--- src/rtl/core/wis_pkg.sv ---
// ---------------------------------------------------------------------------
// wis_pkg - shared types and helpers for the weighted increasing subsequence
// Field widths, the slot count, the beat types of both channels and of the
// cell chain, and the saturating add used by the cells and the output stage.
// ---------------------------------------------------------------------------
`default_nettype none

package wis_pkg;

    // slot count and field widths
    localparam int SLOTS  = 1024;
    localparam int KEY_W  = 10;
    localparam int WGT_W  = 32;
    localparam int BEST_W = 48;
    localparam int IDX_W  = (SLOTS > 1) ? $clog2(SLOTS) : 1;
    localparam int CMP_W  = (KEY_W > IDX_W) ? KEY_W : IDX_W;

    // input channel beat
    typedef struct packed {
        logic [KEY_W-1:0] key;
        logic [WGT_W-1:0] weight;
    } t_in;

    // output channel beat
    typedef struct packed {
        logic [BEST_W-1:0] best_here;
        logic [BEST_W-1:0] best_overall;
    } t_out;

    // beat handed from cell to cell
    typedef struct packed {
        logic              valid;
        logic              hit;
        logic [KEY_W-1:0]  key;
        logic [WGT_W-1:0]  weight;
        logic [BEST_W-1:0] acc;
    } t_beat;

    // prefix max plus weight, clamped to the field maximum
    function automatic logic [BEST_W-1:0] sat_add(input logic [BEST_W-1:0] a,
                                                   input logic [WGT_W-1:0]  w);
        logic [BEST_W:0] s;
        s = {1'b0, a} + {{(BEST_W+1-WGT_W){1'b0}}, w};
        return s[BEST_W] ? {BEST_W{1'b1}} : s[BEST_W-1:0];
    endfunction

endpackage

`default_nettype wire

--- src/rtl/core/wis_cell.sv ---
// ---------------------------------------------------------------------------
// wis_cell - one slot of the key-ordered chain
// Holds the best value of its slot. A beat for a larger key picks up the
// running prefix max; a beat for this key stores the saturated sum.
// ---------------------------------------------------------------------------
`default_nettype none

module wis_cell
    import wis_pkg::*;
(
    input  wire logic             i_clk,
    input  wire logic             i_rst_n,
    input  wire logic             i_adv,
    input  wire logic [CMP_W-1:0] i_index,
    input  wire t_beat            i_beat,
    output t_beat                 o_beat
);

    logic [BEST_W-1:0] r_best;
    logic [BEST_W-1:0] n_best;
    t_beat             r_beat;
    t_beat             n_beat;
    logic [CMP_W-1:0]  key_ext;
    logic [BEST_W-1:0] sum;

    assign key_ext = CMP_W'(i_beat.key);
    assign sum     = sat_add(i_beat.acc, i_beat.weight);

    // prefix max below the key, store at the key
    always_comb begin
        n_beat = i_beat;
        n_best = r_best;
        if (i_beat.valid && !i_beat.hit) begin
            if (i_index < key_ext) begin
                if (r_best > i_beat.acc) begin
                    n_beat.acc = r_best;
                end
            end else if (i_index == key_ext) begin
                n_beat.acc = sum;
                n_beat.hit = 1'b1;
                n_best     = sum;
            end
        end
    end

    // slot value and beat register, frozen while the chain stalls
    always_ff @(posedge i_clk) begin
        if (!i_rst_n) begin
            r_best <= '0;
            r_beat <= '0;
        end else if (i_adv) begin
            r_best <= n_best;
            r_beat <= n_beat;
        end
    end

    assign o_beat = r_beat;

endmodule

`default_nettype wire

--- config.mk ---
export PLATFORM = sky130hd
export DESIGN_NAME = wis_cell
export DESIGN_NICKNAME = d
export VERILOG_FILES = /design/src/rtl/core/wis_pkg.sv /design/src/rtl/core/wis_cell.sv
export SDC_FILE = /design/constraint.sdc
export NUM_CORES = 1
export LEC_CHECK = 0
export ABC_AREA = 0
export BUFFER_PORTS_ARGS = -buffer_cell sky130_fd_sc_hd__buf_4
export CAP_MARGIN = 10
export CELL_PAD_IN_SITES_DETAIL_PLACEMENT = 0
export CELL_PAD_IN_SITES_GLOBAL_PLACEMENT = 1
export CORE_UTILIZATION = 41
export CTS_CLUSTER_SIZE = 12
export DETAILED_ROUTE_END_ITERATION = 6
export PLACE_DENSITY_LB_ADDON = 0.15
export SETUP_SLACK_MARGIN = 0.3
export SYNTH_ARGS = -nofsm -noshare
export SYNTH_HDL_FRONTEND = slang
export SYNTH_SLANG_ARGS = --single-unit
--- constraint.sdc ---
create_clock -name i_clk -period 4.9 [get_ports i_clk]
set_input_delay 1.47 -clock i_clk [delete_from_list [all_inputs] [get_ports i_clk]]
set_output_delay 1.47 -clock i_clk [all_outputs]
set_load 0.005 [all_outputs]
==> flow_metrics.py <==
metrics = {
    "synthesis": {
        "synthesis.nets": 1441,
        "ys_seq_area_share_pct": 28.3,
        "yosysTopAreaCellShare_pct": 28.3,
        "postSynthCellCount": 1245,
        "yosysWarnings": 0,
        "synthFlopType": "dfxtp_1",
        "ys_async_sr_fraction_pct": 0,
        "synth_cell_type_count": 84,
        "synth_area_sq_um": 9910,
        "yosys.cell_count.top_type": "dfxtp_1",
        "synth_top_cells_by_count": "140 x dfxtp_1, 128 x nor2_1, 111 x a21oi_1",
        "synth_seq_cells": 140,
        "synth_area_leaders": "dfxtp_1 28%, ha_1 11%, a21oi_1 5.6%",
        "avgSynthCellArea_sq_um": 7.96,
        "synth_edf_count": 0,
        "yosys.area.top_type": "dfxtp_1",
    },
    "worst_setup_path": {
        "r2r-start": "r_best[27]",
        "cp.required_ps": 5170,
        "path_buf_inv": 3,
        "crit_type": "in2reg",
        "cp_top_family": "compound AO/OA/AOI/OAI gates",
        "startpoint": "i_beat[0]",
        "cp_cell_sequence": "buf_4 > ha_1 > fa_1 > a211oi_2 > nor3_2 > o211ai_2 > o21ai_2 > a31oi_4 > buf_4 > nand2_1 > a21oi_1 > buf_4 > a211oi_1",
        "path_common_cell": "buf_4",
        "cp_max_fo": 8,
        "end_kind": "register",
        "slowest_stage": "fa_1",
        "worstPathArrival_ps": 4490,
        "max_stage_delay_ps": 440,
        "startpoint_type": "primary input",
    },
    "power_and_ir_drop": {
        "max-vdd-ir-drop_uv": 201,
        "total_power_mw": 3.43,
        "power_density_nw_per_um2": 275,
        "p_leak_nw": 5.47,
    },
    "timing": {
        "setup_viol": 0,
        "finalCritPeriodShare_pct": 85.9,
        "finalHoldViolCount": 0,
        "fin_crit_ps": 4210,
        "tightest_slew_ps": 1010,
        "relSlewSlack_pct": 32.9,
        "fmax_mhz": 237,
        "fin_tns_setup_ps": 0,
        "maxSlewViolCount": 0,
        "timing.hold.ws_ps": 472,
        "final.setup_skew_ps": 14.2,
        "rsz0062_at_grt": "false",
        "worst_slack_ps": 689,
    },
    "run_status": {
        "status": "finished clean",
    },
    "final_layout": {
        "drive_gt1_share_pct": 21.7,
        "final_cell_area_sq_um": 12500,
        "nNetsFinal": 1629,
        "diodes": 0,
        "fillers": 2319,
        "syn2layout_area_growth_pct": 26.0,
    },
    "worst_hold_path": {
        "hp-start": "o_beat[15]",
        "hold_path_class": "reg2reg",
    },
    "clocking": {
        "cts_sinks": 140,
        "cts_hold_repair.buffers": 0,
        "cts_max_level": 4,
        "cts_buffer_depth": 2,
        "clk_latency_ps": 440,
        "cts_buffers": 17,
        "ctsResizeCount": 0,
        "cts_tree": "yes",
        "root_buffer": "clkbuf_16",
        "clkTransAtPathRegs_ps": 60,
        "post-cts-setup-buffers": 0,
    },
    "detailed_routing": {
        "ant_nets": 0,
        "finalWirelength_um": 38100,
        "drt_iter0_drc": 823,
        "wl_per_cell_um": 21.6,
        "route.detailed.drc": 0,
        "avgViaCountPerCell": 5.98,
        "vias": 10600,
        "dr.pass1.iters": 5,
    },
    "floorplan": {
        "coreArea_sq_um": 23600,
        "ioPinCount": 197,
        "start_util_pct": 42.0,
        "die_h_um": 157,
        "die-area_sq_um": 24800,
        "die_x_um": 157,
        "rows": 56,
    },
    "placement": {
        "dpl_cell_area_sq_um": 11900,
        "dp_hpwl_um": 28100,
        "port-buffer-count": 196,
        "gp_congestion": 0.949,
        "pre_cts_ws_ps": 274,
    },
    "global_routing": {
        "grt_remaining_overflow": 0,
        "grt_pass1_wl_um": 57500,
        "grt_max_degree": 76,
        "grt_pass1_vias": 9889,
        "grt_use_total_pct": 30.8,
        "antenna_found_initial": 0,
    },
    "flow_run": {
        "cap_violations": 0,
    },
}
cells by family (layout without fill, tap and decap cells):
group	Yosys count	after routing	synth area share, %
flops	140	140	28.3
buf+inv	145	346	5.74
compound gates	421	421	29.2
simple gates	358	358	16.6
fa+ha+maj	91	91	11.6
mux	54	54	5.48
xor+xnor	36	36	3.18
layer usage:
layer  GRT usage [%]  routed length (um)  vias up
met2            48.3               17000      428
met5               0                   0        -
met4            11.0                1020        0
met1            42.3               17400     5036
met3            5.26                2710       70
li1                -                   -     5024
area by class of cell:
| cell class | count | area (sq um) | area share [%] |
|---|---|---|---|
| clock inverters | 14 | 183 | 1.46 |
| repair buffers | 240 | 1830 | 14.6 |
| inverters | 74 | 278 | 2.22 |
| well taps | 319 | 399 | 3.20 |
| flip-flops and latches | 140 | 2800 | 22.4 |
| multi-input cells | 960 | 6560 | 52.5 |
| clock buffers | 18 | 439 | 3.52 |
cells in the final DEF (no fill, tap or decap), drive strengths merged, types with 18 or more instances in the layout:
| master | instances |
|---|---|
| dfxtp | 140 |
| o211ai | 18 |
| o21ai | 88 |
| nor3 | 43 |
| nand4 | 23 |
| a221oi | 23 |
| nand2 | 90 |
| a211oi | 25 |
| a21o | 19 |
| nor2 | 129 |
| a21oi | 116 |
| clkbuf | 18 |
| buf | 240 |
| a31oi | 19 |
| nand3 | 29 |
| xnor2 | 29 |
| ha | 90 |
| mux2i | 52 |
| inv | 77 |
sequential cells by signal, summed over array words and instances (netlist names):
| signal | cells |
|---|---|
| o_beat | 92 |
| r_best | 48 |
power by group:
part	switching (mW)	total, mW	leakage, nW	internal [mW]
sequential	0.0342	1.23	1.15	1.19
combinational	0.460	0.799	4.02	0.339
clock	0.579	1.40	0.306	0.825
worst reg2reg max path, stage by stage (launching register included):
cell	delay (ps)
dfxtp_1	330
ha_1	350
nand4_1	220
nor4_1	680
a211oi_4	190
o21ai_0	770
nand2_1	160
a221oi_1	320
a21oi_1	100
per-stage QoR:
stage	util (%)	instances
floorplan	-	1245
global placement	50.2	1733
detailed placement	50.2	1733
CTS	52.9	1765
global route	52.9	1765
finish	52.9	1765
final timing paths:
check / to / slack [ps] / cells after the start
min: o_beat[15] / 470 / 2
max reg2reg: o_beat[37] / 1650 / 8
max: r_best[33] / 690 / 13
min reg2reg: o_beat[15] / 470 / 2
No activity file was read; power rests on OpenSTA's default activity.
