**config.mk**
```make
export PLATFORM = sky130hd
export DESIGN_NAME = wis_out
export DESIGN_NICKNAME = d
export VERILOG_FILES = /design/src/rtl/core/wis_pkg.sv /design/src/rtl/core/wis_out.sv
export SDC_FILE = /design/constraint.sdc
export NUM_CORES = 1
export LEC_CHECK = 0
export BUFFER_PORTS_ARGS = -buffer_cell sky130_fd_sc_hd__clkbuf_2
export CORE_UTILIZATION = 35
export CTS_CLUSTER_DIAMETER = 30
export CTS_CLUSTER_SIZE = 20
export DETAILED_ROUTE_END_ITERATION = 6
export HOLD_SLACK_MARGIN = 0.06
export MAX_ROUTING_LAYER = met4
export PLACE_DENSITY_LB_ADDON = 0.2
export SETUP_SLACK_MARGIN = 0.3
export SLEW_MARGIN = 25
export SYNTH_ARGS = -nofsm -noshare
export SYNTH_HDL_FRONTEND = slang
export SYNTH_SLANG_ARGS = --single-unit
```
**constraint.sdc**
```tcl
create_clock -name i_clk -period 4.5 [get_ports i_clk]
set_clock_uncertainty 0.15 [all_clocks]
set_input_delay 0.9 -clock i_clk [delete_from_list [all_inputs] [get_ports i_clk]]
set_output_delay 0.9 -clock i_clk [all_outputs]
set_load 0.05 [all_outputs]
```
**src/rtl/core/wis_pkg.sv**
```systemverilog
// ---------------------------------------------------------------------------
// wis_pkg - shared types and helpers for the weighted increasing subsequence
// Field widths, the slot count, the beat types of both channels and of the
// cell chain, and the saturating add used by the cells and the output stage.
// ---------------------------------------------------------------------------
`default_nettype none

package wis_pkg;

    // slot count and field widths
    localparam int SLOTS  = 1024;
    localparam int KEY_W  = 10;
    localparam int WGT_W  = 32;
    localparam int BEST_W = 48;
    localparam int IDX_W  = (SLOTS > 1) ? $clog2(SLOTS) : 1;
    localparam int CMP_W  = (KEY_W > IDX_W) ? KEY_W : IDX_W;

    // input channel beat
    typedef struct packed {
        logic [KEY_W-1:0] key;
        logic [WGT_W-1:0] weight;
    } t_in;

    // output channel beat
    typedef struct packed {
        logic [BEST_W-1:0] best_here;
        logic [BEST_W-1:0] best_overall;
    } t_out;

    // beat handed from cell to cell
    typedef struct packed {
        logic              valid;
        logic              hit;
        logic [KEY_W-1:0]  key;
        logic [WGT_W-1:0]  weight;
        logic [BEST_W-1:0] acc;
    } t_beat;

    // prefix max plus weight, clamped to the field maximum
    function automatic logic [BEST_W-1:0] sat_add(input logic [BEST_W-1:0] a,
                                                   input logic [WGT_W-1:0]  w);
        logic [BEST_W:0] s;
        s = {1'b0, a} + {{(BEST_W+1-WGT_W){1'b0}}, w};
        return s[BEST_W] ? {BEST_W{1'b1}} : s[BEST_W-1:0];
    endfunction

endpackage

`default_nettype wire

```
**src/rtl/core/wis_out.sv**
```systemverilog
// ---------------------------------------------------------------------------
// wis_out - output register and running maximum
// Finishes the sum of beats whose key lies beyond the store, keeps the
// overall best and drives the output channel. Sets the chain advance.
// ---------------------------------------------------------------------------
`default_nettype none

module wis_out
    import wis_pkg::*;
(
    input  wire logic  i_clk,
    input  wire logic  i_rst_n,
    input  wire t_beat i_beat,
    input  wire logic  i_out_ready,
    output logic       o_adv,
    output logic       o_out_valid,
    output t_out       o_out_data
);

    logic              r_valid;
    t_out              r_data;
    logic [BEST_W-1:0] r_overall;
    logic [BEST_W-1:0] n_overall;
    logic [BEST_W-1:0] here;

    // chain moves when the output register is empty or being taken
    assign o_adv = !r_valid || i_out_ready;

    // result of the beat leaving the last cell
    always_comb begin
        n_overall = r_overall;
        here      = i_beat.hit ? i_beat.acc : sat_add(i_beat.acc, i_beat.weight);
        if (i_beat.valid && i_beat.hit && (i_beat.acc > r_overall)) begin
            n_overall = i_beat.acc;
        end
    end

    // output beat and running maximum
    always_ff @(posedge i_clk) begin
        if (!i_rst_n) begin
            r_valid   <= 1'b0;
            r_overall <= '0;
        end else if (o_adv) begin
            r_valid   <= i_beat.valid;
            r_overall <= n_overall;
        end
    end

    always_ff @(posedge i_clk) begin
        if (o_adv) begin
            r_data.best_here    <= here;
            r_data.best_overall <= n_overall;
        end
    end

    assign o_out_valid = r_valid;
    assign o_out_data  = r_data;

endmodule

`default_nettype wire

```
==> impl_metrics.json <==
{
  "outcome": "finished with violations",
  "failed_checks": "DRC",
  "port-buffer-count": 182,
  "gp_congestion": 0.858,
  "post_cts_resized": 0,
  "clock-sinks": 145,
  "power.share.sequential_pct": 38.1,
  "power_density_normalized_to_cell_area_nw_per_um2": 375,
  "floorplan.rows": 59,
  "crit_required_ns": 4.53,
  "initial_core_util_pct": 35.7,
  "cts_max_level": 4,
  "setup.worst_path.class": "in2reg",
  "grt.total_usage_pct": 19.5,
  "ios": 193,
  "tritoncts_clock_tree": "built",
  "synth_seq_area_share_pct": 41.4,
  "layout.cells.most_common_list": "sky130_fd_sc_hd__clkbuf_2, sky130_fd_sc_hd__nand2_1, sky130_fd_sc_hd__edfxtp_1, sky130_fd_sc_hd__ha_1, sky130_fd_sc_hd__inv_1",
  "postLayoutCellArea_um2": 11200,
  "worst-endpoint-arrival_ns": 3.63,
  "place_inst": 1436,
  "cts_made_buffers": 17,
  "die_area_um2": 27300,
  "syn-instance-count": 944,
  "cts_max_path_buffers": 2,
  "detailed_place_hpwl_mm": 19.1,
  "post-route-period-util_pct": 79.9,
  "syn-cell-area_um2": 9330,
  "postPlaceCellArea_um2": 10600,
  "synthesis.area_per_instance_um2": 9.88,
  "vdd_drop_max_mv": 0.202,
  "setup_tns_final_ns": 0,
  "maxSlewHeadroom_pct": 35.0,
  "routed_wire_length_mm": 25.6,
  "grt_first_pass_wirelength_mm": 39.4,
  "detail_route.vias_per_cell": 5.15,
  "seq_cells_post_synth": 145,
  "finalCriticalPeriod_ns": 3.59,
  "cap_viol_max_count": 0,
  "yosysUniqueCellTypes": 68,
  "power.net_switching_uw": 1470,
  "startpoint_type": "input port",
  "first_global_vias": 7215,
  "setup_viol": 0,
  "ctsHoldBuffers": 0,
  "floorplan.die.width_um": 165,
  "area_growth_pct": 20.1,
  "hold_viol": 0,
  "min-delay-path-class": "reg2reg",
  "pin_count_of_the_biggest_net_entering_global_routing": 98,
  "antenna_violation_net_count_after_detailed_routing": 0,
  "unrepaired_setup_endpoints_after_global_routing": "no",
  "worst_setup_hold_path_clk_slew_ns": 0.07,
  "first_pass_iters": 7,
  "endpoint_kind": "flop",
  "mostFrequentLayoutCell": "sky130_fd_sc_hd__clkbuf_2",
  "swShare_pct": 34.9,
  "critical_path_peak_fanout": 11,
  "internal-power_uw": 2740,
  "power.combinational.fraction_pct": 26.8,
  "num-nets-final": 1296,
  "worst_skew_pair.late_latency_ns": 0.43,
  "synth-async-reset-ratio_pct": 0,
  "synth_enable_flop_cells": 96,
  "finalNonFillerCells": 1468,
  "remaining_drc_errors": 30,
  "power.clock.fraction_pct": 35.1,
  "insertedDiodeCount": 0,
  "n_fill_cell": 2634,
  "final_max_slew_viol_count": 0,
  "globalRouteOverflowTotal": 0,
  "max_slew.worst_pin.slew_ns": 0.976,
  "hold-worst-slack_ns": 0.308,
  "final_layout_size_suffix_gt1_share_pct": 25.8,
  "wire_per_inst_um": 17.4,
  "post_cts_setup_buffer_count": 0,
  "fmax_ghz": 0.278,
  "synth-warning-count": 0,
  "cts_root_buffer": "sky130_fd_sc_hd__clkbuf_16",
  "routed-via-count": 7555,
  "mappedNetlistNets": 1120,
  "synth-main-ff-cell": "sky130_fd_sc_hd__edfxtp_1",
  "chipHeight_um": 165,
  "area_of_the_core_region_um2": 26100,
  "detailedRoute.firstIterationViolations": 498,
  "grt_antenna_before_repair": 0,
  "leakagePower_uw": 0.00521
}
==> per-stage QoR <==
stage | total power [µW] | setup WS (ns) | util (%)
after global routing | 4400 | 0.733 | 42.9
final | 4200 | 0.905 | 42.9
after global placement | 2750 | 0.401 | 40.6
after CTS | 4250 | 0.841 | 42.9
after detailed placement | 2760 | 0.410 | 40.6
after floorplan | 2460 | 0.976 | -
==> power by group through the flow <==
stage	Combinational, µW	Sequential, µW	Clock [µW]
6_report	1130	1600	1470
5_1_grt	1220	1610	1560
4_1_cts	1130	1600	1510
3_5_place_dp	1130	1630	0
3_3_place_gp	1120	1630	0
2_1_floorplan	480	1980	0
==> registers in the layout, indices dropped and copies added, names as in the netlist <==
register and cells:
o_out_data 96, r_overall 48, o_out_valid 1
==> cell families (layout without fill, tap and decap cells) <==
family | after synthesis | after routing | synth area share, %
buffers and inverters | 112 | 301 | 5.02
adders and majority gates | 81 | 81 | 10.9
muxes | 104 | 104 | 11.7
DFF | 145 | 145 | 41.4
xor gates and xnor gates | 31 | 31 | 2.91
and+or+nand+nor | 280 | 280 | 14.0
AOI/OAI and AO/OA | 191 | 191 | 14.0
==> layer usage <==
layer	track usage [%]	share of wire [%]	wire length, µm	vias to the layer above
met3	3.05	4.2	1080	18
li1	-	-	-	3801
met1	26.0	48	12300	3569
met2	31.2	47	11900	167
met4	4.21	0.87	223	0
met5	-	0	0	-
==> final timing paths <==
check / startpoint / end / slack [ns] / cells past startpoint
worst max-delay path: i_beat[9] / o_out_data[91]$_DFFE_PP_ / 0.91 / 10
worst min-delay path: r_overall[10]$_SDFFE_PN0P_ / r_overall[10]$_SDFFE_PN0P_ / 0.31 / 2
worst max register to register: r_overall[35]$_SDFFE_PN0P_ / o_out_data[24]$_DFFE_PP_ / 1.19 / 11
worst min register to register: r_overall[10]$_SDFFE_PN0P_ / r_overall[10]$_SDFFE_PN0P_ / 0.31 / 2
==> cells in the mapped netlist (all sizes together), types with 3 or more instances <==
master | n | area share, %
buf | 22 | 1.4
inv | 69 | 2.8
o21ai | 32 | 1.7
nand4 | 20 | 1.3
o211ai | 6 | 0.59
clkbuf | 20 | 0.82
xor2 | 17 | 1.6
xnor2 | 14 | 1.3
o21a | 7 | 0.56
a2bb2oi | 9 | 0.91
ha | 80 | 11
a31o | 3 | 0.28
mux2i | 62 | 6.7
o22a | 3 | 0.28
o31a | 3 | 0.28
a311oi | 5 | 0.54
nor2b | 6 | 0.40
a21oi | 61 | 3.4
a31oi | 8 | 0.54
or2 | 3 | 0.20
and4 | 3 | 0.28
mux2 | 42 | 5.1
edfxtp | 96 | 31
nor3 | 27 | 1.4
nand2 | 152 | 6.1
o21bai | 5 | 0.40
a211oi | 4 | 0.32
a21o | 26 | 2.1
nand3 | 12 | 0.64
dfxtp | 49 | 11
nor4 | 4 | 0.27
nand2b | 6 | 0.40
o2111ai | 3 | 0.28
nor2 | 23 | 0.98
and3 | 12 | 0.80
==> final cells by class <==
class / instances / area (µm²) / share of cell area, %
Inverter: 70 / 263 / 2.35
Tap cell: 335 / 419 / 3.74
Timing Repair Buffer: 199 / 1050 / 9.38
Sequential cell: 145 / 3860 / 34.5
Multi-Input combinational cell: 687 / 5010 / 44.7
Clock inverter: 15 / 174 / 1.55
Clock buffer: 17 / 425 / 3.80
==> worst max-delay path, cell delays in order <==
cell	delay (ns)
sky130_fd_sc_hd__clkbuf_2	0.13
sky130_fd_sc_hd__ha_1	0.39
sky130_fd_sc_hd__and3_1	0.28
sky130_fd_sc_hd__a221o_1	0.32
sky130_fd_sc_hd__a31o_2	0.26
sky130_fd_sc_hd__o211ai_2	0.30
sky130_fd_sc_hd__a21oi_4	0.15
sky130_fd_sc_hd__o211ai_2	0.51
sky130_fd_sc_hd__nand2_1	0.10
sky130_fd_sc_hd__mux2_2	0.27
(Power assumes the default switching activity.)
